File: src/hw/rtl/sdf_pkg.sv
// Shared types and constants for the sequence duplicate filter.
// Used by the front, back and top-level files; depends on nothing else.
package sdf_pkg;

    localparam int SEQ_W        = 32;
    localparam int TIME_W       = 32;
    localparam int WINDOW_W     = 24;
    localparam int SENDER_IDX_W = 4;
    // Wide enough to hold any sender number up to the largest supported count.
    localparam int SENDER_MAX_W = 8;
    localparam logic [WINDOW_W-1:0] WINDOW_RESET = 24'd60000;

    // One classified request as it travels from the front to the back.
    typedef struct packed {
        logic                    reject;
        logic [SENDER_MAX_W-1:0] sender;
        logic [SEQ_W-1:0]        seq;
        logic [TIME_W-1:0]       now;
    } t_req;

endpackage

File: src/hw/rtl/sdf_front.sv
// Front part: accepts input transactions, classifies them and queues them.
// Depends on sdf_pkg for the request type.
module sdf_front #(
    parameter int SENDERS = 16
) (
    input  logic                             i_clk,
    input  logic                             i_rst_n,
    input  logic                             i_valid,
    output logic                             o_ready,
    input  logic [sdf_pkg::SENDER_IDX_W-1:0] i_sender_index,
    input  logic [sdf_pkg::SEQ_W-1:0]        i_sequence_req,
    input  logic [sdf_pkg::TIME_W-1:0]       i_now_ms,
    output logic                             o_q_valid,
    input  logic                             i_q_ready,
    output sdf_pkg::t_req                    o_q_req
);

    // Two-entry queue toward the back part.
    sdf_pkg::t_req r_q [2];
    logic          r_wr_ptr;
    logic          r_rd_ptr;
    logic [1:0]    r_count;

    logic          push;
    logic          pop;
    logic [8:0]    sender_ext;
    logic          in_range;
    sdf_pkg::t_req new_req;

    assign sender_ext = {{(9 - sdf_pkg::SENDER_IDX_W){1'b0}}, i_sender_index};
    assign in_range   = sender_ext < 9'(SENDERS);

    always_comb begin
        new_req.reject = (i_sequence_req == '0) || !in_range;
        new_req.sender = sender_ext[sdf_pkg::SENDER_MAX_W-1:0];
        new_req.seq    = i_sequence_req;
        new_req.now    = i_now_ms;
    end

    assign o_ready   = (r_count != 2'd2);
    assign push      = i_valid && o_ready;
    assign o_q_valid = (r_count != 2'd0);
    assign pop       = o_q_valid && i_q_ready;
    assign o_q_req   = r_q[r_rd_ptr];

    always_ff @(posedge i_clk) begin
        if (!i_rst_n) begin
            r_wr_ptr <= 1'b0;
            r_rd_ptr <= 1'b0;
            r_count  <= 2'd0;
        end else begin
            if (push) begin
                r_wr_ptr <= !r_wr_ptr;
            end
            if (pop) begin
                r_rd_ptr <= !r_rd_ptr;
            end
            if (push && !pop) begin
                r_count <= r_count + 2'd1;
            end else if (pop && !push) begin
                r_count <= r_count - 2'd1;
            end
        end
    end

    always_ff @(posedge i_clk) begin
        if (push) begin
            r_q[r_wr_ptr] <= new_req;
        end
    end

endmodule

File: config.mk
export PLATFORM = sky130hd
export DESIGN_NAME = sdf_front
export DESIGN_NICKNAME = d
export VERILOG_FILES = /design/src/hw/rtl/sdf_pkg.sv /design/src/hw/rtl/sdf_front.sv
export SDC_FILE = /design/constraint.sdc
export NUM_CORES = 1
export LEC_CHECK = 0
export BUFFER_PORTS_ARGS = -buffer_cell sky130_fd_sc_hd__buf_4
export CAP_MARGIN = 15
export CORE_MARGIN = 2
export CORE_UTILIZATION = 52
export CTS_BUF_LIST = sky130_fd_sc_hd__clkbuf_16
export DETAILED_ROUTE_END_ITERATION = 10
export HOLD_SLACK_MARGIN = 0.08
export PLACE_DENSITY_LB_ADDON = 0.15
export SKIP_LAST_GASP = 1
export SYNTH_ARGS = -nofsm -noshare
export SYNTH_HDL_FRONTEND = slang
export SYNTH_SLANG_ARGS = --single-unit
File: constraint.sdc
create_clock -name i_clk -period 3.8 [get_ports i_clk]
set_input_delay 1.14 -clock i_clk [delete_from_list [all_inputs] [get_ports i_clk]]
set_output_delay 1.14 -clock i_clk [all_outputs]
set_load 0.02 [all_outputs]
# Word-level counts from Yosys, hierarchy flattened
# Memory sizes are Yosys's and may differ from the RTL's. A register that Yosys moved wholly into a read port is not among the register bits.
# Cells that the tools add are included.
[word_totals]
reg_bits = 4
mem_bits_rw = 138
wordCells = 27
n_memories = 1
[op_classes]
add_sub_neg = 2
n_lt_le_gt_ge = 1
eq_ne = 1
muxes = 6
n_reduce_logical = 13
[memory_table]
columns = ["memory", "words", "width", "read_ports", "rd_ports_with_merged_regs", "wr", "line_no", "text"]
rows = [
  ["r_q", 2, 69, 1, 1, 1, "sdf_front.sv:19", "sdf_pkg::t_req r_q [2];"],
]
[ops]
columns = ["cell", "n"]
rows = [
  ["$logic_not A32 Y1", 1],
  ["$logic_not A1 Y1", 5],
  ["$lt A4 B5 Y1 const B", 1],
  ["$logic_and A1 B1 Y1", 4],
  ["$mux W1", 4],
  ["$mux W2", 2],
  ["$reduce_bool A2 Y1", 2],
  ["$add A2 B1 Y2 const B", 1],
  ["$ne A2 B2 Y1 const B", 1],
  ["$sub A2 B1 Y2 const B", 1],
  ["$logic_or A1 B1 Y1", 1],
]

# Logic depth before layout (Yosys ltp)
# Gate-level depths: netlist of run 1.
[logic_depth]
depth_word = 6
mapped_depth = 6

# Worst setup path before layout of run 1
# Ideal clock, no wire load.
[synth_timing]
kind = "input to register"
from = "input i_valid"
to = "memory r_q[1][0] in the netlist's numbering (enable)"
setup_time_ns = 0.435
t_arrival_ns = 2.807
slack_ns = 0.558
stages = 1
path_buffers = 0
path_cell_list = "and3_1"
[synth_between]
elab_chain_cells = 3
[synth_rtl]
columns = ["element", "line_no", "text"]
rows = [
  ["from (decl)", "sdf_front.sv:8", "input logic i_valid,"],
  ["$logic_and A1 B1 Y1", "sdf_front.sv:41", "assign push = i_valid && o_ready;"],
  ["$mux W1", "sdf_front.sv:67", "if (push) begin"],
  ["$mux W1 (not written as such)", "sdf_front.sv:68", "r_q[r_wr_ptr] <= new_req;"],
  ["to (decl)", "sdf_front.sv:19", ""],
]
# No other way between the ends.

==> summary.txt, run 1 <==
Power and ir drop
  • Pwr dens: 711.3 nW/um^2
  • Switching share of power: 27.15%
  • Comb pwr share: 26.9%
  • Share of power burned in registers: 40.7%
  • Clock share of power: 32.4%
  • Worst VDD drop: 385.4 uV
  • Internal: 3724 uW
  • Pleak: 0.002695 uW
  • Psw: 1388 uW

Clock tree
  • Hold buffer count at CTS: 0
  • Clock Tree Root: clkbuf_16
  • Max clock buf depth: 2
  • CTS H-tree depth: 4
  • TritonCTS buffer count: 17
  • # Post-CTS Setup Buffers: 0
  • Worst skew pair latency: 0.40 ns
  • CTS tree: built
  • CTS Sinks: 143
  • Post_cts resized: 0
  • Clk slew on worst S/H paths: 0.05 ns

Floorplanning
  • Die height: 105.5 um
  • Die area: 11140 sq um
  • Initial Util: 52.63%
  • Die width: 105.5 um
  • Ports: 147
  • Row count: 37
  • Core area: 10180 sq um

Route
  • DR WL/cell: 17.29 um
  • Detail Route Antenna Nets: 0
  • Via density: 4.995
  • # DRC: 0
  • Initial drt markers: 187
  • Vias after detailed routing: 2802
  • Final WL: 9700 um
  • DR pass1 iterations: 4

Global route
  • Initial antenna violation count: 0
  • Largest net degree at the start of global routing: 40
  • Vias in the first global route: 2954
  • Grt total ovfl: 0
  • Total GRT Usage: 17.94%
  • First-pass GRT wire length: 14810 um

STA
  • Final-report setup violation count: 0
  • Max_slew headroom: 66.65%
  • Final Hold Fails: 0
  • Highest clock rate: 0.3232 GHz
  • Crit share post-route: 81.43%
  • Final setup margin: 0.7057 ns
  • Post-layout minimum cycle time: 3.094 ns
  • Measured slew at the worst slew-check pin: 0.5003 ns
  • Setup TNS: 0 ns
  • Setup Skew: 0.008308 ns
  • Setup repair after global routing missed its margin: false
  • Slew Limit Fails: 0

Synth
  • Top cells by area, synth: edfxtp_1 (77%), mux2_2 (12%), mux2_4 (2.8%)
  • Post-synthesis sequential area ratio: 79.18%
  • #FFs+latches synth: 143
  • Yosys warns: 0
  • Async SR Flop Fraction: 0%
  • Yosys top cell area share: 77.31%
  • Mapped Area: 5360 sq um
  • Synthesized area per cell: 21.02 sq um
  • Post-synth EDFFs: 138
  • Number of distinct library cells after synthesis: 26
  • Dominant synthesized flop cell: edfxtp_1
  • Leading area contributor after synthesis: edfxtp_1
  • Cells after Synth: 255

Worst setup path
  • WP data arrival: 1.95 ns
  • Crit. End Element: primary output
  • Crit start category: register
  • CP cell instances: buf_12 > mux2_2 > buf_4
  • Worst Reg2Reg Path Length in Cells: 3
  • Crit path required time: 2.66 ns
  • Critical path depth: 3
  • Critical-path top delay cell: dfxtp_4
  • Crit-path leading delay family: flip-flops
  • WS Path Type: register to primary output
  • CP peak stage delay: 0.66 ns
  • WP buf/inv: 2
  • CP Max Fanout: 36

Job
  • Maxcap violations: 0

Cells and area
  • ANT cells: 0
  • Fraction of layout cells with a size suffix above 1: 58.35%
  • Nets@finish: 485
  • Fillers: 684
  • Area Growth Syn to Fin: 34.08%

Placed design
  • Dpl hpwl: 6266 um
  • GPL Wtd Cong: 0.7178
  • I/O Buffers: 142
  • Pre-CTS setup slack: 1.130 ns

Worst hold path
  • Worst hold path stage count: 2
  • Hold Crit Class: register to register

Outcome
  • Run status: completed
flip-flops by register name, indices dropped and copies added (netlist names), named ones only:
register,cells
r_q,138
r_count,2
r_wr_ptr,1
r_rd_ptr,1
synth_stat cells (all sizes together), types with 2 or more instances:
| cell type | n |
|---|---|
| a21boi | 2 |
| and2 | 4 |
| buf | 12 |
| dfxtp | 5 |
| edfxtp | 138 |
| mux2 | 69 |
| nand4 | 2 |
| nor4 | 8 |
| o21ai | 2 |
| xnor2 | 2 |
final timing paths:
check | slack (ns) | from | endpoint
setup / recovery | 0.71 | register | o_q_req[7]
hold / removal | 0.58 | r_count[1] | r_count[1]
setup reg to reg | 2.18 | r_count[0] | r_q[1][49]
hold reg to reg | 0.58 | r_count[1] | r_count[1]
final cells by class:
class / count / area (sq um) / share of cell area, %
clock buffers: 17 / 425.4 / 5.919
clock inverters: 15 / 175.2 / 2.437
inverters: 1 / 3.754 / 0.05223
multi-input cells: 102 / 1036 / 14.41
flip-flops and latches: 143 / 4248 / 59.11
well taps: 136 / 170.2 / 2.368
repair buffers: 147 / 1129 / 15.70
cell usage in the layout, fill, tap and decap left out, drive strengths merged:
cell	netlist	layout
nand4	2	2
and3	1	1
xnor2	2	2
nand2b	1	1
nand3b	1	1
bufinv	0	4
edfxtp	138	138
mux2	69	69
buf	12	147
dfxtp	5	5
o21ai	2	2
inv	1	1
clkbuf	0	17
a21bo	1	1
conb	1	4
clkinvlp	0	3
xor2	1	1
nor2	1	1
or3	1	1
a21boi	2	2
and2	4	4
ha	1	1
clkinv	0	8
or2	1	1
nor4	8	8
worst min-delay path: stages (launching register included):
cell      delay (ns)
dfxtp_1         0.36
o21ai_0         0.10
a21boi_1        0.07
cell families after synthesis:
kind of cell / Yosys count / share of synthesized area, %
AO/OA/AOI/OAI: 5 / 0.6535
XOR/XNOR: 3 / 0.4903
adder cells (fa/ha/maj): 1 / 0.2334
buffers and inverters: 13 / 1.727
flip-flops: 143 / 79.18
multiplexers: 69 / 15.20
other: 1 / 0.06996
AND/OR/NAND/NOR: 20 / 2.451
power by group through the flow:
stage          sequential, uW  clock (uW)  combinational (uW)
3_5_place_dp             2110           0                1390
4_1_cts                  2080        1690                1390
2_1_floorplan            2050           0                 904
5_1_grt                  2110        1750                1450
6_report                 2080        1660                1370
3_3_place_gp             2100           0                1380
layer usage:
metal  up-vias  wire (um)  GRT usage (%)  share of wire (%)
met5         -          0              0                  0
met4         0         94          6.297               0.97
met3        10        627          6.555                6.5
met2       104       4999          30.00                 52
met1      1371       3979          21.53                 41
li1       1317          -              -                  -
metrics by stage:
step                instances  hold slack [ns]  util (%)  power (uW)  instance area, sq um
floorplan                 258           0.5124         -        2957                  5371
CTS                       561           0.5827     70.57        5165                  7187
detailed placement        529           0.5749     64.67        3499                  6586
global placement          529           0.5339     64.67        3479                  6586
global route              561           0.6427     70.57        5305                  7187
finish                    561           0.5803     70.57        5112                  7187
Power figures use the tool's default switching activity.
==> inputs of run 2 (changes only) <==
--- a/config.mk
+++ b/config.mk
@@ -5,10 +5,11 @@
 export SDC_FILE = /design/constraint.sdc
 export NUM_CORES = 1
 export LEC_CHECK = 0
+export ABC_AREA = 1
 export BUFFER_PORTS_ARGS = -buffer_cell sky130_fd_sc_hd__buf_4
 export CAP_MARGIN = 15
 export CORE_MARGIN = 2
-export CORE_UTILIZATION = 52
+export CORE_UTILIZATION = 47
 export CTS_BUF_LIST = sky130_fd_sc_hd__clkbuf_16
 export DETAILED_ROUTE_END_ITERATION = 10
 export HOLD_SLACK_MARGIN = 0.08
==> constraint.sdc (replaced) <==
create_clock -name i_clk -period 2.6 [get_ports i_clk]
set_input_delay 0.78 -clock i_clk [delete_from_list [all_inputs] [get_ports i_clk]]
set_output_delay 0.78 -clock i_clk [all_outputs]
set_load 0.02 [all_outputs]
==> run 2 against run 1 <==
Critical path depth stayed put. Non-clock buffer count grew 3. Synthesized area increased by 0.96%. Routed wire length up 1.1%. Largest power group unchanged. First-iteration DRC count is 38% lower.
==> summary.txt, run 2 <==
Outcome
  • Run status: completed (unchanged)

Synth
  • Number of distinct library cells after synthesis: 18 (was 26)
  • Dominant synthesized flop cell: edfxtp_1 (unchanged)
  • Leading area contributor after synthesis: edfxtp_1 (unchanged)
  • Post-synthesis sequential area ratio: 78.43% (was 79.18%)
  • Top cells by area, synth: edfxtp_1 (77%), mux2_2 (12%), mux2_4 (2.8%) (unchanged)
  • Mapped Area: 5411 sq um (was 5360 sq um)
  • Post-synth EDFFs: 138 (unchanged)
  • Cells after Synth: 288 (was 255)
  • #FFs+latches synth: 143 (unchanged)
  • Most common cell in the netlist: edfxtp_1 (unchanged)
  • Synthesized area per cell: 18.79 sq um (was 21.02 sq um)
  • Yosys top cell area share: 76.58% (was 77.31%)
  • Synth cell count leaders: edfxtp_1 (138), mux2_2 (59), nor2_1 (29) (was edfxtp_1 (138), mux2_2 (59), mux2_4 (10))
  • Async SR Flop Fraction: 0% (unchanged)
  • Yosys warns: 0 (unchanged)

STA
  • Final Hold Fails: 0 (unchanged)
  • Slew Limit Fails: 0 (unchanged)
  • Setup repair after global routing missed its margin: false (unchanged)
  • Final-report setup violation count: 0 (unchanged)
  • Fin Hold WS: 0.5118 ns (was 0.5803 ns)
  • Setup TNS: 0 ns (unchanged)
  • Highest clock rate: 0.4125 GHz
  • Final setup margin: 0.1755 ns (was 0.7057 ns)
  • Post-layout minimum cycle time: 2.425 ns
  • Crit share post-route: 93.25%
  • Setup Skew: 0.009409 ns (was 0.008308 ns)

Cells and area
  • Commonest cells after routing, fill and taps aside: buf_4 (147), edfxtp_1 (138), mux2_2 (59), nor2_1 (27), nand2_1 (19) (was buf_4 (145), edfxtp_1 (138), mux2_2 (59), clkbuf_16 (17), mux2_4 (10))
  • Final Non-Filler Cells: 604 (was 561)
  • Largest Register: r_q (unchanged)
  • Max reg flops: 138 (unchanged)
  • ANT cells: 0 (unchanged)
  • Fillers: 844 (was 684)
  • Commonest non-fill, non-tap cell in the layout: buf_4 (unchanged)
  • Largest registers: r_q (138), r_count (2) (unchanged)
  • Fraction of layout cells with a size suffix above 1: 54.01% (was 58.35%)
  • Util after Layout: 64.16% (was 70.57%)
  • Area Growth Syn to Fin: 34.22% (was 34.08%)
  • Nets@finish: 521 (was 485)

Route
  • Initial drt markers: 116 (was 187)
  • Vias after detailed routing: 2930 (was 2802)
  • DR WL/cell: 16.24 um (was 17.29 um)
  • # DRC: 0 (unchanged)
  • DR pass1 iterations: 4 (unchanged)
  • Via density: 4.851 (was 4.995)
  • Final WL: 9811 um (was 9700 um)
  • Detail Route Antenna Nets: 0 (unchanged)

Clock tree
  • CTS H-tree depth: 4 (unchanged)
  • CTS Sinks: 143 (unchanged)
  • Hold buffer count at CTS: 0 (unchanged)
  • Max clock buf depth: 2 (unchanged)
  • Post_cts resized: 0 (unchanged)
  • # Post-CTS Setup Buffers: 0 (unchanged)
  • TritonCTS buffer count: 17 (unchanged)
  • Clock Tree Root: clkbuf_16 (unchanged)
  • Clk slew on worst S/H paths: 0.05 ns (about the same)
  • Worst skew pair latency: 0.40 ns (about the same)
  • CTS tree: built (unchanged)

Power and ir drop
  • Pleak: 0.002774 uW (was 0.002695 uW)
  • Pwr dens: 1005 nW/um^2 (was 711.3 nW/um^2)
  • Worst VDD drop: 546.8 uV (was 385.4 uV)

Floorplanning
  • Die width: 111.3 um (was 105.5 um)
  • Row count: 39 (was 37)
  • Initial Util: 47.80% (was 52.63%)
  • Core area: 11320 sq um (was 10180 sq um)
  • Ports: 147 (unchanged)
  • Die area: 12390 sq um (was 11140 sq um)
  • Die height: 111.3 um (was 105.5 um)

Worst hold path
  • Hold Crit Class: register to register (unchanged)
  • Worst hold path stage count: 2 (unchanged)
  • Min-Delay Startpoint: r_rd_ptr (was r_count[1])

Global route
  • Grt total ovfl: 0 (unchanged)
  • First-pass GRT wire length: 15280 um (was 14810 um)
  • Initial antenna violation count: 0 (unchanged)
  • Largest net degree at the start of global routing: 36 (was 40)
  • Vias in the first global route: 3078 (was 2954)
  • Total GRT Usage: 16.15% (was 17.94%)

Worst setup path
  • Crit start category: register (unchanged)
  • Worst reg2reg setup slack: 0.95 ns (was 2.18 ns)
  • Critical-path top delay cell: dfxtp_4 (unchanged)
  • CP cell instances: buf_12 > mux2_2 > buf_4 (unchanged)
  • WS Path Type: register to primary output (unchanged)
  • Worst r2r dst: r_q[1][16] (was r_q[1][49])
  • CP peak stage delay: 0.50 ns (was 0.66 ns)
  • CP Max Fanout: 21 (was 36)
  • Crit. End Element: primary output (unchanged)
  • WP data arrival: 1.64 ns (was 1.95 ns)
  • Worst r2r src: r_count[0] (unchanged)
  • Crit path required time: 1.82 ns (was 2.66 ns)
  • Worst Reg2Reg Path Length in Cells: 5 (was 3)

Placed design
  • Dpl hpwl: 6488 um (was 6266 um)
  • Pre-CTS setup slack: 0.4784 ns (was 1.130 ns)
  • GPL Wtd Cong: 0.7433 (was 0.7178)
  • Placed Cells: 571 (was 529)
  • I/O Buffers: 142 (unchanged)

Job
  • Maxcap violations: 0 (unchanged)
-- run 2: cell count changes in the layout (fill, tap and decap cells not counted), moves of 2 or more --
cell | before | now
and2_1 | 4 | 0
buf_4 | 145 | 147
clkinv_1 | 6 | 3
inv_1 | 0 | 10
nand2_1 | 0 | 19
nor2_1 | 1 | 27
nor2_4 | 0 | 2
nor4_1 | 8 | 0
xnor2_1 | 2 | 0
-- run 2: where the power goes --
part | internal (uW) | leakage, uW | total (uW) | switching, uW
Clock | 1490 | 0.000284 | 2330 | 848
Sequential | 2920 | 0.00133 | 3030 | 107
Combinational | 896 | 0.00116 | 1940 | 1040
Total | 5300 | 0.00277 | 7300 | 2000
-- run 2: worst max-delay path by stage --
stage	startpoint	endpoint	slack, ns	depth (start not counted)
2_1_floorplan	i_valid	r_q[0][0]	-0.52	2
3_3_place_gp	register	o_q_req[13]	0.48	3
3_5_place_dp	register	o_q_req[35]	0.48	3
4_1_cts	register	o_q_req[35]	0.04	3
5_1_grt	register	o_q_req[13]	0.10	3
6_report	register	o_q_req[13]	0.18	3
-- run 2: logic make-up (layout without fill, tap and decap cells) --
family                     count (synthesis)  after routing  share of synthesized area [%]
buffers and inverters                     20            190                          2.266
DFF                                      143            143                          78.43
AOI/OAI and AO/OA                          4              4                         0.4162
adders and majority gates                  1              1                         0.2312
muxes                                     69             69                          15.05
and+or+nand+nor                           50             50                          3.538
other                                      1              4                        0.06930
-- run 2: worst max-delay path, delay by kind of cell (launching register included) --
kind / cells / cell delay, ns
buffers and inverters: 2 / 0.38
flip-flops: 1 / 0.50
multiplexers: 1 / 0.36
-- run 2: cell type report --
cell class / count / area (sq um) / share of cell area (%)
repair buffers: 150 / 1155 / 15.90
clock inverters: 15 / 155.1 / 2.136
multi-input cells: 128 / 1071 / 14.75
well taps: 143 / 178.9 / 2.463
inverters: 8 / 30.03 / 0.4134
flip-flops and latches: 143 / 4248 / 58.48
clock buffers: 17 / 425.4 / 5.857
-- run 2: per-layer routing --
metal	routed length, um	GRT usage (%)	vias up
met3	630	5.467	9
met2	4893	25.89	98
met4	125	7.078	0
met5	0	0	-
li1	-	-	1399
met1	4161	20.17	1424
-- run 2: per-stage QoR --
stage	instance area (sq um)	power, uW
after floorplan	5428	4244
after global routing	7263	7611
after CTS	7252	7368
final	7263	7299
after global placement	6671	4989
after detailed placement	6671	5022
==> inputs of run 3 (changes only) <==
--- a/config.mk
+++ b/config.mk
@@ -8,8 +8,9 @@
 export ABC_AREA = 1
 export BUFFER_PORTS_ARGS = -buffer_cell sky130_fd_sc_hd__buf_4
 export CAP_MARGIN = 15
+export CORE_ASPECT_RATIO = 2
 export CORE_MARGIN = 2
-export CORE_UTILIZATION = 47
+export CORE_UTILIZATION = 52
 export CTS_BUF_LIST = sky130_fd_sc_hd__clkbuf_16
 export DETAILED_ROUTE_END_ITERATION = 10
 export HOLD_SLACK_MARGIN = 0.08
==> constraint.sdc (replaced) <==
create_clock -name i_clk -period 2.46 [get_ports i_clk]
set_input_delay 0.738 -clock i_clk [delete_from_list [all_inputs] [get_ports i_clk]]
set_output_delay 0.738 -clock i_clk [all_outputs]
set_load 0.02 [all_outputs]
==> run 3 against run 2 <==
Count of clock-buffer cells in the layout stayed put. Critical path depth is the same. Non-clock buffer count increased by 1. Worst hold slack gained 0.0046 ns. Combinational power increased by 7%. Core utilization up 7.7 points. Register-to-register slack worse by 0.12 ns. Power up 6.7%. Sequential power increased by 6%. Routed wire length is 3.8% higher. Via count rose by 1.3%. Final area is 0.47% higher. Critical path type unchanged.
==> summary.txt, run 3 (same netlist as run 2, synthesis figures left out) <==
Clock tree
  • CTS Sinks: 143 (unchanged)
  • Clock Tree Root: clkbuf_16 (unchanged)
  • TritonCTS buffer count: 17 (unchanged)
  • Worst skew pair latency: 0.40 ns (about the same)
  • Post_cts resized: 0 (unchanged)
  • CTS H-tree depth: 4 (unchanged)
  • Hold buffer count at CTS: 0 (unchanged)
  • Max clock buf depth: 2 (unchanged)
  • CTS tree: built (unchanged)
  • Clk slew on worst S/H paths: 0.06 ns (was 0.05 ns)

Worst setup path
  • Crit start category: register (unchanged)
  • Worst r2r dst: r_q[0][22] (was r_q[1][16])
  • Worst r2r src: r_count[0] (unchanged)
  • Crit. End Element: primary output (unchanged)
  • Worst reg2reg setup slack: 0.83 ns (was 0.95 ns)
  • WS Path Type: register to primary output (unchanged)
  • CP Max Fanout: 12 (was 21)
  • Worst Reg2Reg Path Length in Cells: 5 (unchanged)
  • WP data arrival: 1.63 ns (was 1.64 ns)
  • Crit path required time: 1.72 ns (was 1.82 ns)

Route
  • Initial drt markers: 141 (was 116)
  • DR pass1 iterations: 5 (was 4)
  • Via density: 4.970 (was 4.851)
  • Vias after detailed routing: 2967 (was 2930)
  • DR WL/cell: 17.05 um (was 16.24 um)
  • # DRC: 0 (unchanged)
  • Final WL: 10180 um (was 9811 um)
  • Detail Route Antenna Nets: 0 (unchanged)

STA
  • Final-report setup violation count: 0 (unchanged)
  • Final setup margin: 0.08964 ns (was 0.1755 ns)
  • Crit share post-route: 96.36%
  • Setup Skew: 0.007461 ns (was 0.009409 ns)
  • Final Hold Fails: 0 (unchanged)
  • Fin Hold WS: 0.5164 ns (was 0.5118 ns)
  • Highest clock rate: 0.4219 GHz
  • Post-layout minimum cycle time: 2.370 ns
  • Setup repair after global routing missed its margin: false (unchanged)
  • Slew Limit Fails: 0 (unchanged)

Cells and area
  • Max reg flops: 138 (unchanged)
  • ANT cells: 0 (unchanged)
  • Largest Register: r_q (unchanged)
  • Commonest non-fill, non-tap cell in the layout: buf_4 (unchanged)
  • Commonest cells after routing, fill and taps aside: buf_4 (147), edfxtp_1 (138), mux2_2 (59), nor2_1 (27), nand2_1 (19) (unchanged)
  • Fillers: 736 (was 844)
  • Fraction of layout cells with a size suffix above 1: 54.76% (was 54.01%)
  • Area Growth Syn to Fin: 34.84% (was 34.22%)
  • Final Non-Filler Cells: 597 (was 604)
  • Largest registers: r_q (138), r_count (2) (unchanged)
  • Nets@finish: 522 (was 521)
  • Util after Layout: 71.89% (was 64.16%)

Job
  • Maxcap violations: 0 (unchanged)

Global route
  • Total GRT Usage: 18.62% (was 16.15%)
  • First-pass GRT wire length: 15540 um (was 15280 um)
  • Vias in the first global route: 3201 (was 3078)
  • GR Util met3: 6.007% (was 5.467%)
  • Largest net degree at the start of global routing: 44 (was 36)
  • Global routing's busiest layer: met2 (unchanged)
  • Met2 Use GR: 35.22% (was 25.89%)
  • Grt total ovfl: 0 (unchanged)
  • Met1 Resource Use GR: 17.45% (was 20.17%)
  • Initial antenna violation count: 0 (unchanged)

Floorplanning
  • Die height: 148.3 um (was 111.3 um)
  • Die width: 76.14 um (was 111.3 um)
  • Row count: 52 (was 39)
  • Die area: 11290 sq um (was 12390 sq um)
  • Ports: 147 (unchanged)
  • Core area: 10150 sq um (was 11320 sq um)
  • Initial Util: 53.32% (was 47.80%)

Power and ir drop
  • Comb pwr share: 26.7% (was 26.6%)
  • Psw: 2149 uW (was 2000 uW)
  • Pleak: 0.002794 uW (was 0.002774 uW)
  • Total power: 7789 uW (was 7299 uW)
  • Clock share of power: 32.2% (was 32.0%)
  • Switching share of power: 27.60% (was 27.40%)
  • Worst VDD drop: 662.5 uV (was 546.8 uV)
  • Pwr dens: 1067 nW/um^2 (was 1005 nW/um^2)
  • Share of power burned in registers: 41.0% (was 41.4%)
  • Internal: 5639 uW (was 5299 uW)

Placed design
  • I/O Buffers: 142 (unchanged)
  • GPL Wtd Cong: 0.7851 (was 0.7433)
  • Placed Cells: 564 (was 571)
  • Pre-CTS setup slack: 0.3813 ns (was 0.4784 ns)
  • Dpl hpwl: 6989 um (was 6488 um)

Worst hold path
  • Min-Delay Startpoint: r_rd_ptr (unchanged)
  • Hold EP: r_rd_ptr
  • Hold Crit Class: register to register (unchanged)
  • Worst hold path stage count: 2 (unchanged)

Outcome
  • Run status: completed (unchanged)
==> run 3: final cells by class <==
| type | count | area (sq um) | area share, % |
|---|---|---|---|
| clock buffer | 17 | 425.4 | 5.830 |
| clock inverter | 15 | 170.2 | 2.332 |
| inverter | 8 | 30.03 | 0.4115 |
| multi-input combinational | 128 | 1071 | 14.68 |
| sequential | 143 | 4248 | 58.21 |
| tap | 135 | 168.9 | 2.315 |
| timing repair buffer | 151 | 1184 | 16.22 |
==> run 3: worst max path at each step <==
| stage | start | end | slack, ns | cells past startpoint |
|---|---|---|---|---|
| after floorplan | i_valid | r_q[0][0] | -0.61 | 2 |
| after global placement | register | o_q_req[40] | 0.40 | 3 |
| after detailed placement | register | o_q_req[40] | 0.38 | 3 |
| after CTS | register | o_q_req[35] | 0.05 | 3 |
| after global routing | register | o_q_req[36] | 0.01 | 3 |
| final | register | o_q_req[35] | 0.09 | 3 |
==> run 3: layer usage <==
layer / part of all wire [%] / vias up
met3: 5.4 / 16
li1: - / 1400
met1: 33 / 1437
met4: 2.6 / 0
met5: 0 / -
met2: 59 / 114
==> run 3: timing repair <==
action                                 in CTS  in global routing
setup endpoints to repair                  16                  0
buffers inserted                            1                  0
endpoints found under the hold margin       0                  0
==> run 3: worst max-delay path, stage by stage, from the launching register on <==
cell	delay (ns)
dfxtp_4	0.47
buf_4	0.24
mux2_2	0.36
buf_4	0.16
==> run 3: per-stage QoR <==
| step | TNS [ns] | instance area [sq um] |
|---|---|---|
| after global routing | 0 | 7297 |
| after global placement | 0 | 6694 |
| after CTS | 0 | 7297 |
| final | 0 | 7297 |
| after detailed placement | 0 | 6694 |
| after floorplan | -84.66 | 5428 |
==> run 3: power by group through the flow <==
stage	sequential (uW)	combinational [uW]	clock, uW
after floorplan	3200	1280	0
after global placement	3240	2050	0
after detailed placement	3260	2080	0
after CTS	3200	2110	2570
after global routing	3230	2210	2680
final	3200	2080	2510
